==> src/hw/rtl/hdc_pkg.sv <==
// ----------------------------------------------------------------------------
// hdc_pkg: shared types and codes for the heading hold drive controller
// Beat payload structs, configuration struct, request and mode codes, and
// register map constants used by the controller and its checker.
// ----------------------------------------------------------------------------
package hdc_pkg;

  // Internal angle and distance widths. Ports stay at the fixed field widths.
  localparam int ANGLE_BITS = 16;
  localparam int DIST_BITS  = 16;

  // Request codes carried in the func field.
  localparam logic [1:0] FUNC_TICK     = 2'd0;
  localparam logic [1:0] FUNC_STRAIGHT = 2'd1;
  localparam logic [1:0] FUNC_TURN     = 2'd2;

  // Codes reported in run_mode.
  localparam logic [1:0] RUN_IDLE     = 2'd0;
  localparam logic [1:0] RUN_STRAIGHT = 2'd1;
  localparam logic [1:0] RUN_TURN     = 2'd2;

  // Register map: index is paddr[4:2].
  localparam int         CFG_ADDR_BITS = 5;
  localparam int         CFG_DATA_BITS = 32;
  localparam logic [2:0] REG_STEER_GAIN    = 3'd0;
  localparam logic [2:0] REG_STEER_LIMIT   = 3'd1;
  localparam logic [2:0] REG_DRIVE_SPEED   = 3'd2;
  localparam logic [2:0] REG_TURN_RATE     = 3'd3;
  localparam logic [2:0] REG_HEADING_TOL   = 3'd4;
  localparam logic [2:0] REG_STEP_DISTANCE = 3'd5;

  localparam logic [15:0] RST_STEER_GAIN    = 16'd12868;
  localparam logic [14:0] RST_STEER_LIMIT   = 15'd1229;
  localparam logic [14:0] RST_DRIVE_SPEED   = 15'd2048;
  localparam logic [14:0] RST_TURN_RATE     = 15'd2048;
  localparam logic [14:0] RST_HEADING_TOL   = 15'd522;
  localparam logic [9:0]  RST_STEP_DISTANCE = 10'd10;

  typedef struct packed {
    logic [1:0]         func;
    logic signed [15:0] yaw;
    logic [15:0]        distance_goal;
    logic signed [15:0] turn_delta;
  } hdc_in_t;

  typedef struct packed {
    logic               move_valid;
    logic [14:0]        forward_cmd;
    logic signed [15:0] yaw_rate_cmd;
    logic               stop_issued;
    logic               done_res;
    logic signed [15:0] heading_error;
    logic [1:0]         run_mode;
    logic               rejected;
  } hdc_out_t;

  typedef struct packed {
    logic [15:0] steer_gain;
    logic [14:0] steer_limit;
    logic [14:0] drive_speed;
    logic [14:0] turn_rate;
    logic [14:0] heading_tol;
    logic [9:0]  step_distance;
  } hdc_cfg_t;

endpackage

==> src/hw/rtl/hdc_cfg_regs.sv <==
// ----------------------------------------------------------------------------
// hdc_cfg_regs: configuration register file
// APB-style write and read access to the six controller settings.
// ----------------------------------------------------------------------------
module hdc_cfg_regs import hdc_pkg::*; (
  input  logic                     clk,
  input  logic                     rst_n,
  input  logic                     psel,
  input  logic                     penable,
  input  logic                     pwrite,
  input  logic [CFG_ADDR_BITS-1:0] paddr,
  input  logic [CFG_DATA_BITS-1:0] pwdata,
  output logic [CFG_DATA_BITS-1:0] prdata,
  output logic                     pready,
  output hdc_cfg_t                 cfg
);

  hdc_cfg_t   cfg_r;
  logic       wr_en;
  logic [2:0] reg_idx;

  assign pready  = 1'b1;
  assign wr_en   = psel & penable & pwrite;
  assign reg_idx = paddr[4:2];
  assign cfg     = cfg_r;

  always_ff @(posedge clk) begin
    if (!rst_n) begin
      cfg_r.steer_gain    <= RST_STEER_GAIN;
      cfg_r.steer_limit   <= RST_STEER_LIMIT;
      cfg_r.drive_speed   <= RST_DRIVE_SPEED;
      cfg_r.turn_rate     <= RST_TURN_RATE;
      cfg_r.heading_tol   <= RST_HEADING_TOL;
      cfg_r.step_distance <= RST_STEP_DISTANCE;
    end else if (wr_en) begin
      case (reg_idx)
        REG_STEER_GAIN:    cfg_r.steer_gain    <= pwdata[15:0];
        REG_STEER_LIMIT:   cfg_r.steer_limit   <= pwdata[14:0];
        REG_DRIVE_SPEED:   cfg_r.drive_speed   <= pwdata[14:0];
        REG_TURN_RATE:     cfg_r.turn_rate     <= pwdata[14:0];
        REG_HEADING_TOL:   cfg_r.heading_tol   <= pwdata[14:0];
        REG_STEP_DISTANCE: cfg_r.step_distance <= pwdata[9:0];
        default: ;
      endcase
    end
  end

  always_comb begin
    case (reg_idx)
      REG_STEER_GAIN:    prdata = CFG_DATA_BITS'(cfg_r.steer_gain);
      REG_STEER_LIMIT:   prdata = CFG_DATA_BITS'(cfg_r.steer_limit);
      REG_DRIVE_SPEED:   prdata = CFG_DATA_BITS'(cfg_r.drive_speed);
      REG_TURN_RATE:     prdata = CFG_DATA_BITS'(cfg_r.turn_rate);
      REG_HEADING_TOL:   prdata = CFG_DATA_BITS'(cfg_r.heading_tol);
      REG_STEP_DISTANCE: prdata = CFG_DATA_BITS'(cfg_r.step_distance);
      default:           prdata = '0;
    endcase
  end

endmodule

==> src/hw/rtl/hdc_core.sv <==
// ----------------------------------------------------------------------------
// hdc_core: controller state and single-pass step logic
// Holds the target heading, run mode and distance state, computes the result
// of one registered request and commits the state when the request fires.
// ----------------------------------------------------------------------------
module hdc_core import hdc_pkg::*; #(
  parameter int ANGLE_W = ANGLE_BITS,
  parameter int DIST_W  = DIST_BITS
) (
  input  logic     clk,
  input  logic     rst_n,
  input  logic     fire,
  input  hdc_in_t  item,
  input  hdc_cfg_t cfg,
  output hdc_out_t res
);

  // Width of the signed compare domain for rates and error magnitudes.
  localparam int RW = (ANGLE_W + 1 > 17) ? ANGLE_W + 1 : 17;
  localparam int PW = ANGLE_W + 17;

  typedef enum logic [1:0] {
    MODE_IDLE     = RUN_IDLE,
    MODE_STRAIGHT = RUN_STRAIGHT,
    MODE_TURN     = RUN_TURN
  } mode_t;

  logic                      latched_r, latched_nxt;
  logic signed [ANGLE_W-1:0] target_r, target_nxt;
  mode_t                     mode_r, mode_nxt;
  logic [DIST_W:0]           trav_r, trav_nxt;
  logic [DIST_W-1:0]         goal_r, goal_nxt;

  logic signed [ANGLE_W-1:0] yaw_ang;
  logic signed [ANGLE_W-1:0] delta_ang;
  logic signed [ANGLE_W-1:0] err;
  logic signed [PW-1:0]      prod;
  logic signed [RW-1:0]      steer_raw;
  logic signed [RW-1:0]      lim_w;
  logic signed [RW-1:0]      steer_rate;
  logic signed [RW-1:0]      err_w;
  logic [RW-1:0]             err_mag;
  logic [DIST_W+1:0]         trav_sum;
  logic [DIST_W:0]           trav_inc;

  assign yaw_ang   = ANGLE_W'(item.yaw);
  assign delta_ang = ANGLE_W'(item.turn_delta);
  assign err       = target_r - yaw_ang;

  // Proportional steering: floor((err * gain) / 2^16), then clamp.
  assign prod      = err * $signed({1'b0, cfg.steer_gain});
  assign steer_raw = RW'(prod >>> 16);
  assign lim_w     = $signed(RW'(cfg.steer_limit));
  always_comb begin
    if (steer_raw > lim_w) begin
      steer_rate = lim_w;
    end else if (steer_raw < -lim_w) begin
      steer_rate = -lim_w;
    end else begin
      steer_rate = steer_raw;
    end
  end

  assign err_w   = RW'(err);
  assign err_mag = (err_w < 0) ? RW'(-err_w) : RW'(err_w);

  // Distance covered, saturating at the full width of the counter.
  assign trav_sum = {1'b0, trav_r} + (DIST_W + 2)'(cfg.step_distance);
  assign trav_inc = trav_sum[DIST_W+1] ? '1 : trav_sum[DIST_W:0];

  always_comb begin
    latched_nxt = latched_r;
    target_nxt  = target_r;
    mode_nxt    = mode_r;
    trav_nxt    = trav_r;
    goal_nxt    = goal_r;
    res         = '0;
    case (item.func)
      FUNC_TICK: begin
        if (!latched_r) begin
          target_nxt  = yaw_ang;
          latched_nxt = 1'b1;
        end else begin
          res.heading_error = 16'(err);
          case (mode_r)
            MODE_STRAIGHT: begin
              if (trav_r >= {1'b0, goal_r}) begin
                res.stop_issued = 1'b1;
                res.done_res    = 1'b1;
                mode_nxt        = MODE_IDLE;
              end else begin
                res.move_valid   = 1'b1;
                res.forward_cmd  = cfg.drive_speed;
                res.yaw_rate_cmd = 16'(steer_rate);
                trav_nxt         = trav_inc;
              end
            end
            MODE_TURN: begin
              if (err_mag < RW'(cfg.heading_tol)) begin
                res.stop_issued = 1'b1;
                res.done_res    = 1'b1;
                mode_nxt        = MODE_IDLE;
              end else begin
                res.move_valid   = 1'b1;
                res.yaw_rate_cmd = (err > 0) ? $signed({1'b0, cfg.turn_rate})
                                             : -$signed({1'b0, cfg.turn_rate});
              end
            end
            default: ;
          endcase
        end
      end
      FUNC_STRAIGHT: begin
        if (!latched_r) begin
          res.rejected = 1'b1;
        end else begin
          mode_nxt = MODE_STRAIGHT;
          trav_nxt = '0;
          goal_nxt = DIST_W'(item.distance_goal);
        end
      end
      FUNC_TURN: begin
        if (!latched_r) begin
          res.rejected = 1'b1;
        end else begin
          target_nxt = target_r + delta_ang;
          mode_nxt   = MODE_TURN;
        end
      end
      default: ;
    endcase
    res.run_mode = mode_nxt;
  end

  always_ff @(posedge clk) begin
    if (!rst_n) begin
      latched_r <= 1'b0;
      target_r  <= '0;
      mode_r    <= MODE_IDLE;
      trav_r    <= '0;
      goal_r    <= '0;
    end else if (fire) begin
      latched_r <= latched_nxt;
      target_r  <= target_nxt;
      mode_r    <= mode_nxt;
      trav_r    <= trav_nxt;
      goal_r    <= goal_nxt;
    end
  end

endmodule

==> src/hw/rtl/heading_hold_drive_controller_top.sv <==
// ----------------------------------------------------------------------------
// heading_hold_drive_controller_top: heading hold drive controller
// Input register, single-pass controller step and result register, plus the
// APB-style configuration registers.
// ----------------------------------------------------------------------------
// The controller takes one beat per clock cycle while the result side is not
// stalled, and returns exactly one result beat for each. A beat is either a
// control tick carrying the measured yaw or a command that starts a straight
// run or a turn. The first tick latches the measured yaw as the target
// heading; commands before it come back with the rejected flag set. The rate
// of one beat per cycle is set by the controller state loop: the step logic
// reads the state, computes the result and writes the next state in the same
// cycle, so the next beat always sees the state the previous one left. The
// accepted beat waits in the input register while the step logic works on
// it, and the result register loads when the beat fires and presents the
// result beat. A stall on the result side holds the result register, and the
// input register still fills, so one more beat is taken before in_stall
// rises. Settings are written through the APB-style port at byte address 4*i
// for register i and must only change while no beat is in flight.
module heading_hold_drive_controller_top import hdc_pkg::*; #(
  parameter int ANGLE_W = ANGLE_BITS,
  parameter int DIST_W  = DIST_BITS
) (
  input  logic                     clk,
  input  logic                     rst_n,
  input  logic                     in_valid,
  output logic                     in_stall,
  input  hdc_in_t                  in_data,
  output logic                     out_valid,
  input  logic                     out_stall,
  output hdc_out_t                 out_data,
  input  logic                     psel,
  input  logic                     penable,
  input  logic                     pwrite,
  input  logic [CFG_ADDR_BITS-1:0] paddr,
  input  logic [CFG_DATA_BITS-1:0] pwdata,
  output logic [CFG_DATA_BITS-1:0] prdata,
  output logic                     pready
);

  hdc_cfg_t cfg;

  // Input register holding the beat about to be processed.
  logic     in_valid_r;
  hdc_in_t  in_data_r;

  // Result register.
  logic     out_valid_r;
  hdc_out_t out_data_r;

  logic     advance;
  logic     fire;
  hdc_out_t step_res;

  // The pipe moves whenever the result register is free or being emptied.
  assign advance  = !out_valid_r || !out_stall;
  assign fire     = advance && in_valid_r;
  assign in_stall = in_valid_r && !advance;

  always_ff @(posedge clk) begin
    if (!rst_n) begin
      in_valid_r <= 1'b0;
    end else if (!in_stall) begin
      in_valid_r <= in_valid;
    end
  end

  always_ff @(posedge clk) begin
    if (!in_stall && in_valid) begin
      in_data_r <= in_data;
    end
  end

  always_ff @(posedge clk) begin
    if (!rst_n) begin
      out_valid_r <= 1'b0;
    end else if (advance) begin
      out_valid_r <= in_valid_r;
    end
  end

  always_ff @(posedge clk) begin
    if (fire) begin
      out_data_r <= step_res;
    end
  end

  assign out_valid = out_valid_r;
  assign out_data  = out_data_r;

  hdc_cfg_regs u_cfg (
    .clk     (clk),
    .rst_n   (rst_n),
    .psel    (psel),
    .penable (penable),
    .pwrite  (pwrite),
    .paddr   (paddr),
    .pwdata  (pwdata),
    .prdata  (prdata),
    .pready  (pready),
    .cfg     (cfg)
  );

  hdc_core #(
    .ANGLE_W (ANGLE_W),
    .DIST_W  (DIST_W)
  ) u_core (
    .clk   (clk),
    .rst_n (rst_n),
    .fire  (fire),
    .item  (in_data_r),
    .cfg   (cfg),
    .res   (step_res)
  );

endmodule

==> config.mk <==
export PLATFORM = sky130hd
export DESIGN_NAME = heading_hold_drive_controller_top
export DESIGN_NICKNAME = d
export VERILOG_FILES = /design/src/hw/rtl/hdc_pkg.sv /design/src/hw/rtl/hdc_cfg_regs.sv /design/src/hw/rtl/hdc_core.sv /design/src/hw/rtl/heading_hold_drive_controller_top.sv
export SDC_FILE = /design/constraint.sdc
export NUM_CORES = 1
export LEC_CHECK = 0
export ABC_CLOCK_PERIOD_IN_PS = 11830
export BUFFER_PORTS_ARGS = -buffer_cell sky130_fd_sc_hd__buf_2
export CAP_MARGIN = 10
export CORE_MARGIN = 3
export CORE_UTILIZATION = 40
export DETAILED_ROUTE_END_ITERATION = 7
export SKIP_LAST_GASP = 1
export SYNTH_ARGS = -nofsm -noshare
export SYNTH_HDL_FRONTEND = slang
export SYNTH_SLANG_ARGS = --single-unit
==> constraint.sdc <==
create_clock -name clk -period 11.83 [get_ports clk]
set_input_delay 2.366 -clock clk [delete_from_list [all_inputs] [get_ports clk]]
set_output_delay 2.366 -clock clk [all_outputs]
set_load 0.05 [all_outputs]
==> summary.txt, run 1 <==
Via density per instance = 5.34
Critical Path Start Type = flip-flop
Hold path start = u_core.goal_r[4]
# hold bufs at CTS = 0
CP endpoint kind = flip-flop
Peak supply drop = 0.366 mV
Final setup violation count = 0
Leak pwr = 0.0115 uW
FF+latch count, synth = 242
Post-DRT Antenna Nets = 0
Initial core utilization = 40.9%
Fraction of layout cells with a size suffix above 1 = 11.1%
Yosys top cell area share = 17.2%
Place WS = 136 ps
Reg2reg setup slack = 460 ps
CTS Buffer Depth = 3
Clk sinks = 242
Cell taking the most area after synthesis = fa_1
Worst setup margin = 460 ps
Fin crit share = 96.1%
Placer Congestion = 0.953
Commonest cells in the netlist = nand2_1 (375), inv_1 (360), ha_1 (227)
Die width = 245 um
Core ar. = 0.0557 mm2
Rel. slew slack = 28.3%
Area Overhead vs Synth = 11.8%
Reg2reg end = out_data[25]
Largest net degree at the start of global routing = 68
Status = complete, no violations
CP peak stage delay = 570 ps
Synth warnings = 0
Vias = 18700
GRT met1 Usage = 28.8%
First-pass DRT Iterations = 6
R2R cell count = 44
Hold Path Sink = u_core.goal_r[4]
Minimum clock period = 11370 ps
TritonCTS clock tree = done
Worst-path fanout max = 11
Total track usage = 22.4%
Top-count cell post-synth = nand2_1
Top_reg_cell synth = dfxtp_1
Antenna violations before repair = 2
Cells after Synth = 2623
NumNets Final = 3248
GR Overflow Total = 0
Rows = 86
Met2 usage = 39.4%
Post-Syn Area per Cell = 8.69 um2
Final Hold Fails = 0
Count of cell types in the netlist = 90
Drc violations = 0
Hold path cells = 2
Number of max-cap violations = 0
CP max-delay cell = fa_1
Hold slack = 456 ps
Top cells by area, synth = fa_1 (17%), edfxtp_1 (13%), ha_1 (12%)
GR peak layer = met2
Hpwl dp = 52300 um
Slew Limit Fails = 0
Skew final = 64.1 ps
CP dominant cell by count = fa_1
First-pass GRT wire length = 105000 um
Die Ht = 245 um
Clock insertion delay at the later pin of the skew report = 610 ps
CTS Buf Count = 30
Pwr Density = 220 mW/mm2
Critical path class = reg -> reg
CTS root buffer = clkbuf_16
Post-Route WL = 68000 um
Worst Path Buf+Inv = 6
Top Family by Delay on Critical Path = adder cells
Iter 0 DRT Violations = 1285
Wirelength per Cell = 19.4 um
HP Class = reg -> reg
WP data required = 12140 ps
Clock slew at reported path FFs = 70 ps
Met3 Use GR = 3.02%
Worst Tran Pin Value = 1070 ps
Worst R2R Start = in_data_r[32]
Data arrival time of the critical path = 11680 ps
Number of synthesized flops with an enable pin = 102
Mapped cell area = 0.0228 mm2
H-tree lvl count = 1
Io pins = 182
Seq/Total Area, Yosys = 25.7%
Async S/R FF share, synth = 0%
Die ar. = 0.0599 mm2
Fmax = 87.9 MHz
IO Port Bufs = 146
Vias in the first global route = 18500
==> routing by layer <==
layer,vias up,share of wire [%]
met4,2,2.6
met5,-,0.016
met3,116,5.9
li1,8838,-
met2,590,49
met1,9177,42
==> layout by cell type, fill, tap and decap left out, types with 8 or more instances in the layout <==
cell type / instances
a211oi_1: 16
a21o_1: 25
a21oi_1: 157
a22oi_1: 8
a31oi_1: 11
and2_1: 126
and3_1: 19
buf_2: 146
buf_4: 54
clkbuf_16: 30
conb_1: 17
dfxtp_1: 140
edfxtp_1: 102
fa_1: 196
ha_1: 227
inv_1: 359
mux2i_1: 42
nand2_1: 375
nand3_1: 46
nand4_1: 13
nor2_1: 171
nor2b_1: 36
nor3_1: 33
nor4_1: 9
o211ai_1: 27
o21a_1: 11
o21ai_0: 85
or2_2: 11
or3_1: 17
xnor2_1: 50
xor2_1: 19
==> worst max path at each step <==
stage                             startpoint           end  slack [ps]  depth (start not counted)
after floorplan           u_core.target_r[0]  out_data[25]        1260                         46
after global placement         in_data_r[32]  out_data[24]         280                         44
after detailed placement       in_data_r[32]  out_data[24]         140                         44
after CTS                      in_data_r[32]  out_data[27]         120                         44
after global routing           in_data_r[33]  out_data[25]         -10                         45
final                          in_data_r[32]  out_data[25]         460                         44
==> timing repair <==
action | CTS | global route
setup buffers | 0 | 3
endpoints found under the setup margin | 0 | 15
resized for setup | 0 | 13
==> cell families (layout without fill, tap and decap cells) <==
kind of cell,after synthesis,in the layout,share of synthesized area [%]
DFF,242,242,25.7
buffers and inverters,501,618,8.64
AOI/OAI and AO/OA,428,428,11.9
adders and majority gates,423,423,29.7
xor gates and xnor gates,75,75,2.88
other,2,18,0.0330
and+or+nand+nor,903,903,18.7
muxes,49,49,2.39
==> flip-flops by register name, summed over array words and instances (netlist names) <==
name,flops
u_cfg.cfg,86
out_data,52
out_valid,1
in_data_r,50
u_core.latched_r,1
in_valid_r,1
u_core.mode_r,2
u_core.trav_r,17
u_core.target_r,16
u_core.goal_r,16
==> area by class of cell <==
class	count	area, um2
antenna	1	2.50
clock buffer	38	811
clock inverter	18	221
fill	5450	30300
inverter	362	1360
multi-input combinational	1895	15100
sequential	242	5870
tap	748	936
timing repair buffer	200	1140
==> power breakdown <==
part           internal, uW  switching [uW]  total [uW]
clock                   573             388         960
combinational          1540            2180        3720
sequential              892            14.9         907
total                  3010            2580        5590
==> per-stage QoR <==
step | instances | total power (uW) | util, % | TNS, ps | cell area [um2]
detailed placement | 3444 | 4540 | 43.7 | 0 | 24400
global route | 3503 | 6100 | 45.7 | -14.9 | 25500
finish | 3504 | 5590 | 45.7 | 0 | 25500
global placement | 3444 | 4460 | 43.7 | 0 | 24400
CTS | 3500 | 5530 | 45.5 | 0 | 25400
floorplan | 2638 | 3370 | - | 0 | 22800
==> worst min-delay path, delay by kind of cell, from the launching register on <==
kind / cells / cell delay [ps]
DFF: 1 / 310
and+or+nand+nor: 1 / 50
AOI/OAI and AO/OA: 1 / 50
(Power assumes the default switching activity.)
==> inputs of run 2 (changes only) <==
--- a/config.mk
+++ b/config.mk
@@ -9,8 +9,9 @@
 export BUFFER_PORTS_ARGS = -buffer_cell sky130_fd_sc_hd__buf_2
 export CAP_MARGIN = 10
 export CORE_MARGIN = 3
-export CORE_UTILIZATION = 40
+export CORE_UTILIZATION = 36
 export DETAILED_ROUTE_END_ITERATION = 7
+export MAX_ROUTING_LAYER = met4
 export SKIP_LAST_GASP = 1
 export SYNTH_ARGS = -nofsm -noshare
 export SYNTH_HDL_FRONTEND = slang
==> run 2 against run 1 <==
Cell area is 0.87% higher. Final cell count is 3.0% higher. Largest power group unchanged. Via count is 1.0% higher. Utilization is 4.4 points lower. Fmax is 0.36% higher. Clock skew is 21 ps lower. Routed wire length is 2.2% higher.
==> summary.txt, run 2 (same netlist as run 1, synthesis figures left out) <==
Most common cell after layout, fill and taps aside = nand2_1
Hold slack = 456 ps
Placer Congestion = 0.951
Most frequent cells in the layout = nand2_1 (375), inv_1 (359), ha_1 (227)
Pwr Density = 224 mW/mm2
CP endpoint kind = flip-flop
Hold path start = u_core.goal_r[9]
Register Area = 0.00587 mm2
Part of the power in the clock network = 16.0%
Sequential power share = 15.8%
Die Ht = 258 um
Area Overhead vs Synth = 12.7%
Die width = 258 um
First-pass GRT wire length = 108000 um
Comb pwr share = 68.3%
Top Family by Delay on Critical Path = adder cells
Fmax = 88.3 MHz
Peak supply drop = 0.303 mV
Initial core utilization = 36.7%
TritonCTS clock tree = done
Number of max-cap violations = 0
Slew Limit Fails = 0
Worst-path fanout max = 15
Total track usage = 21.3%
# hold bufs at CTS = 0
Hpwl dp = 54200 um
Internal Power = 3070 uW
GR Overflow Total = 0
Clk sinks = 242
Wirelength per Cell = 19.2 um
HP Class = reg -> reg
Final Hold Fails = 0
Vias = 18900
Core ar. = 0.0622 mm2
WP data required = 12110 ps
Post-Route WL = 69500 um
Drc violations = 0
Final setup violation count = 0
Io pins = 182
Status = complete, no violations
CTS Buffer Depth = 3
Fin crit share = 95.8%
Critical Path Start Type = flip-flop
CP dominant cell by count = inv_1
Fraction of layout cells with a size suffix above 1 = 11.7%
Worst Tran Pin Value = 1170 ps
Leak pwr = 0.0115 uW
Multi-input logic area = 0.0152 mm2
H-tree lvl count = 1
Max FFs per register = 86
Data arrival time of the critical path = 11610 ps
CP max-delay cell = fa_1
Minimum clock period = 11330 ps
Post-DRT Antenna Nets = 0
NumNets Final = 3261
Skew final = 42.9 ps
Rows = 91
Worst R2R Start = in_data_r[33]
Clock insertion delay at the later pin of the skew report = 600 ps
Antenna violations before repair = 9
Critical path class = reg -> reg
Worst Path Buf+Inv = 9
CTS Buf Count = 29
CP startpoint = in_data_r[33]
Switching power = 2680 uW
First-pass DRT Iterations = 5
Via density per instance = 5.24
Largest net degree at the start of global routing = 64
Vias in the first global route = 19200
Clock slew at reported path FFs = 70 ps
CP peak stage delay = 560 ps
Final Power = 5750 uW
Iter 0 DRT Violations = 1305
Rel. slew slack = 21.4%
Die ar. = 0.0664 mm2
Sw frac = 46.7%
CTS root buffer = clkbuf_16
IO Port Bufs = 146
Filler cell count = 6250
run 2: what timing repair did:
item                                    CTS  global route
endpoints found under the setup margin    0            16
gates resized for setup                   0            20
setup buffers                             0             3
run 2: layout make-up:
cell class,count,share of cell area [%]
multi-input cells,1895,59.0
clock inverters,20,0.828
flip-flops and latches,242,22.8
inverters,362,5.29
repair buffers,214,4.96
clock buffers,34,2.94
diodes,6,0.0584
well taps,837,4.08
run 2: worst register-to-register path: cells and delay by family (launching register included):
kind	cells	cell delay, ps
AOI/OAI and AO/OA	17	3530
xor gates and xnor gates	2	590
adders and majority gates	9	3730
buffers and inverters	9	910
DFF	1	400
and+or+nand+nor	10	1870
run 2: routing by layer:
metal	vias up	GRT usage (%)	share of wire, %
met4	0	8.50	4.7
met2	640	35.1	47
met1	9250	26.4	42
met5	-	-	0
met3	151	3.05	6.3
li1	8877	-	-
run 2: path summary, 6_finish.rpt:
path,end,slack (ps),cells past startpoint
max,out_data[24],500,47
min,u_core.goal_r[9],460,2
min reg2reg,u_core.goal_r[9],460,2
max reg2reg,out_data[24],500,47
run 2: through the flow:
step | TNS, ps | cell area [um2] | utilization, % | cells | setup slack [ps]
after floorplan | 0 | 22800 | - | 2638 | 1260
after global placement | 0 | 24600 | 39.6 | 3547 | 516
after detailed placement | 0 | 24600 | 39.6 | 3547 | 202
after CTS | 0 | 25600 | 41.1 | 3601 | 148
after global routing | -72.6 | 25700 | 41.3 | 3610 | -37.8
final | 0 | 25700 | 41.3 | 3610 | 501
run 2: power groups by stage:
stage,Combinational (uW),Clock (uW),Sequential (uW)
floorplan,2430,0,940
global placement,3680,0,924
detailed placement,3780,0,924
CTS,3820,933,906
global route,4400,967,908
finish,3920,918,906
==> inputs of run 3 (changes only) <==
--- a/config.mk
+++ b/config.mk
@@ -8,6 +8,7 @@
 export ABC_CLOCK_PERIOD_IN_PS = 11830
 export BUFFER_PORTS_ARGS = -buffer_cell sky130_fd_sc_hd__buf_2
 export CAP_MARGIN = 10
+export CORE_ASPECT_RATIO = 0.5
 export CORE_MARGIN = 3
 export CORE_UTILIZATION = 36
 export DETAILED_ROUTE_END_ITERATION = 7
==> constraint.sdc (replaced) <==
create_clock -name clk -period 11.83 [get_ports clk]
set_input_delay 1.183 -clock clk [delete_from_list [all_inputs] [get_ports clk]]
set_output_delay 1.183 -clock clk [all_outputs]
set_load 0.05 [all_outputs]
==> run 3 against run 2 <==
Critical path type unchanged. Highest routed layer unchanged. Setup slack gained 29 ps. Non-clock buffer count shrank 18. Sequential power is essentially flat. Clock skew shrank 21 ps. Register-to-register slack gained 30 ps. Worst hold slack lost 1.9 ps. Utilization shrank 0.28 points. Critical endpoint unchanged.
==> summary.txt, run 3 (same netlist as run 1, synthesis figures left out) <==
Status = complete, no violations
TritonCTS clock tree = done
Fmax = 88.5 MHz
Placed insts = 3515
Clk sinks = 242
Minimum clock period = 11300 ps
Largest net degree at the start of global routing = 73
Critical path class = reg -> reg
Most common cell after layout, fill and taps aside = nand2_1
CP max-delay cell = fa_1
NumNets Final = 3242
Io pins = 182
Post-DRT Antenna Nets = 0
HP Class = reg -> reg
Fraction of layout cells with a size suffix above 1 = 10.9%
Clock slew at reported path FFs = 70 ps
IO Port Bufs = 146
Part of the power in the clock network = 16.4%
Area Overhead vs Synth = 11.5%
CP dominant cell by count = inv_1
Iter 0 DRT Violations = 1380
Total track usage = 20.6%
Number of max-cap violations = 0
First-pass DRT Iterations = 6
Drc violations = 0
Post-Route WL = 66900 um
Pwr Density = 202 mW/mm2
Most frequent cells in the layout = nand2_1 (375), inv_1 (359), ha_1 (226)
Vias = 18500
CP startpoint = in_data_r[33]
Filler cell count = 6181
Critical Path Start Type = flip-flop
Hpwl dp = 51200 um
Fin crit share = 95.5%
Initial core utilization = 36.8%
Worst-path fanout max = 9
Skew final = 21.6 ps
GR Overflow Total = 0
Peak supply drop = 0.275 mV
Data arrival time of the critical path = 11590 ps
Switching power = 2380 uW
Die Ht = 184 um
Clock insertion delay at the later pin of the skew report = 580 ps
Internal Power = 2750 uW
DP Area = 0.0244 mm2
# diodes = 0
CP peak stage delay = 570 ps
Sequential power share = 17.7%
CTS root buffer = clkbuf_16
Final setup violation count = 0
CP endpoint kind = flip-flop
Layout Cells excl Fill = 3571
Sw frac = 46.3%
Rel. slew slack = 21.0%
TNS Setup = 0 ps
Cell area after layout = 0.0254 mm2
Leak pwr = 0.0114 uW
Core ar. = 0.0619 mm2
Worst R2R Start = in_data_r[33]
Worst Tran Pin Value = 1180 ps
Die width = 362 um
Rows = 64
First-pass GRT wire length = 105000 um
Vias in the first global route = 18500
CTS Buffer Depth = 3
Max FFs per register = 86
CTS Buf Count = 27
Comb pwr share = 65.9%
Die ar. = 0.0665 mm2
Antenna violations before repair = 0
Final Hold Fails = 0
WP data required = 12120 ps
RSZ-0062 raised after global routing = no
Slew Limit Fails = 0
Placer Congestion = 0.899
Hold path start = u_core.goal_r[12]
Via density per instance = 5.17
H-tree lvl count = 1
Wirelength per Cell = 18.7 um
run 3: critical path, delay by kind of cell (launching register included):
family / cells / cell delay (ps)
AND/OR/NAND/NOR: 8 / 1480
flip-flops: 1 / 390
AO/OA/AOI/OAI: 21 / 4290
adder cells (fa/ha/maj): 9 / 3790
buffers and inverters: 8 / 790
XOR/XNOR: 1 / 260
run 3: repair_timing:
item / in CTS / in global routing
setup endpoints to repair: 0 / 16
hold buffers: 0 / 0
gates resized for setup: 0 / 16
buffers inserted: 0 / 5
run 3: per-layer routing:
layer / share of wire [%] / global-route usage (%) / wire, um / vias up
met5: 0 / - / 0 / -
met4: 3.9 / 7.40 / 2610 / 0
met3: 6.5 / 2.52 / 4380 / 119
met2: 43 / 31.4 / 29000 / 587
met1: 46 / 28.3 / 30900 / 8942
li1: - / - / - / 8822
run 3: stage by stage:
step	power [uW]	worst slack (ps)	utilization (%)	hold slack, ps
2_1_floorplan	3370	1260	-	436
3_3_place_gp	4160	405	39.4	443
5_1_grt	5680	26.4	41.1	475
6_report	5130	530	41.1	454
3_5_place_dp	4190	251	39.4	447
4_1_cts	5070	243	40.8	456
run 3: cell type report:
type                            instances  area [um2]  share of cell area [%]
Clock buffer                           33         708                    2.79
Clock inverter                         17         155                   0.611
Inverter                              362        1360                    5.35
Multi-Input combinational cell       1896       15200                    59.7
Sequential cell                       242        5870                    23.1
Tap cell                              825        1030                    4.06
Timing Repair Buffer                  196        1110                    4.37
run 3: power by group through the flow:
stage	sequential (uW)	clock (uW)	combinational (uW)
final	906	843	3380
after global routing	908	894	3880
after CTS	906	859	3310
after detailed placement	924	0	3260
after global placement	924	0	3240
after floorplan	940	0	2430
run 3: path summary, 6_finish.rpt:
check | endpoint | slack (ps) | cells past startpoint
setup reg to reg | out_data[24] | 530 | 47
setup / recovery | out_data[24] | 530 | 47
hold / removal | u_core.goal_r[12] | 450 | 2
hold reg to reg | u_core.goal_r[12] | 450 | 2
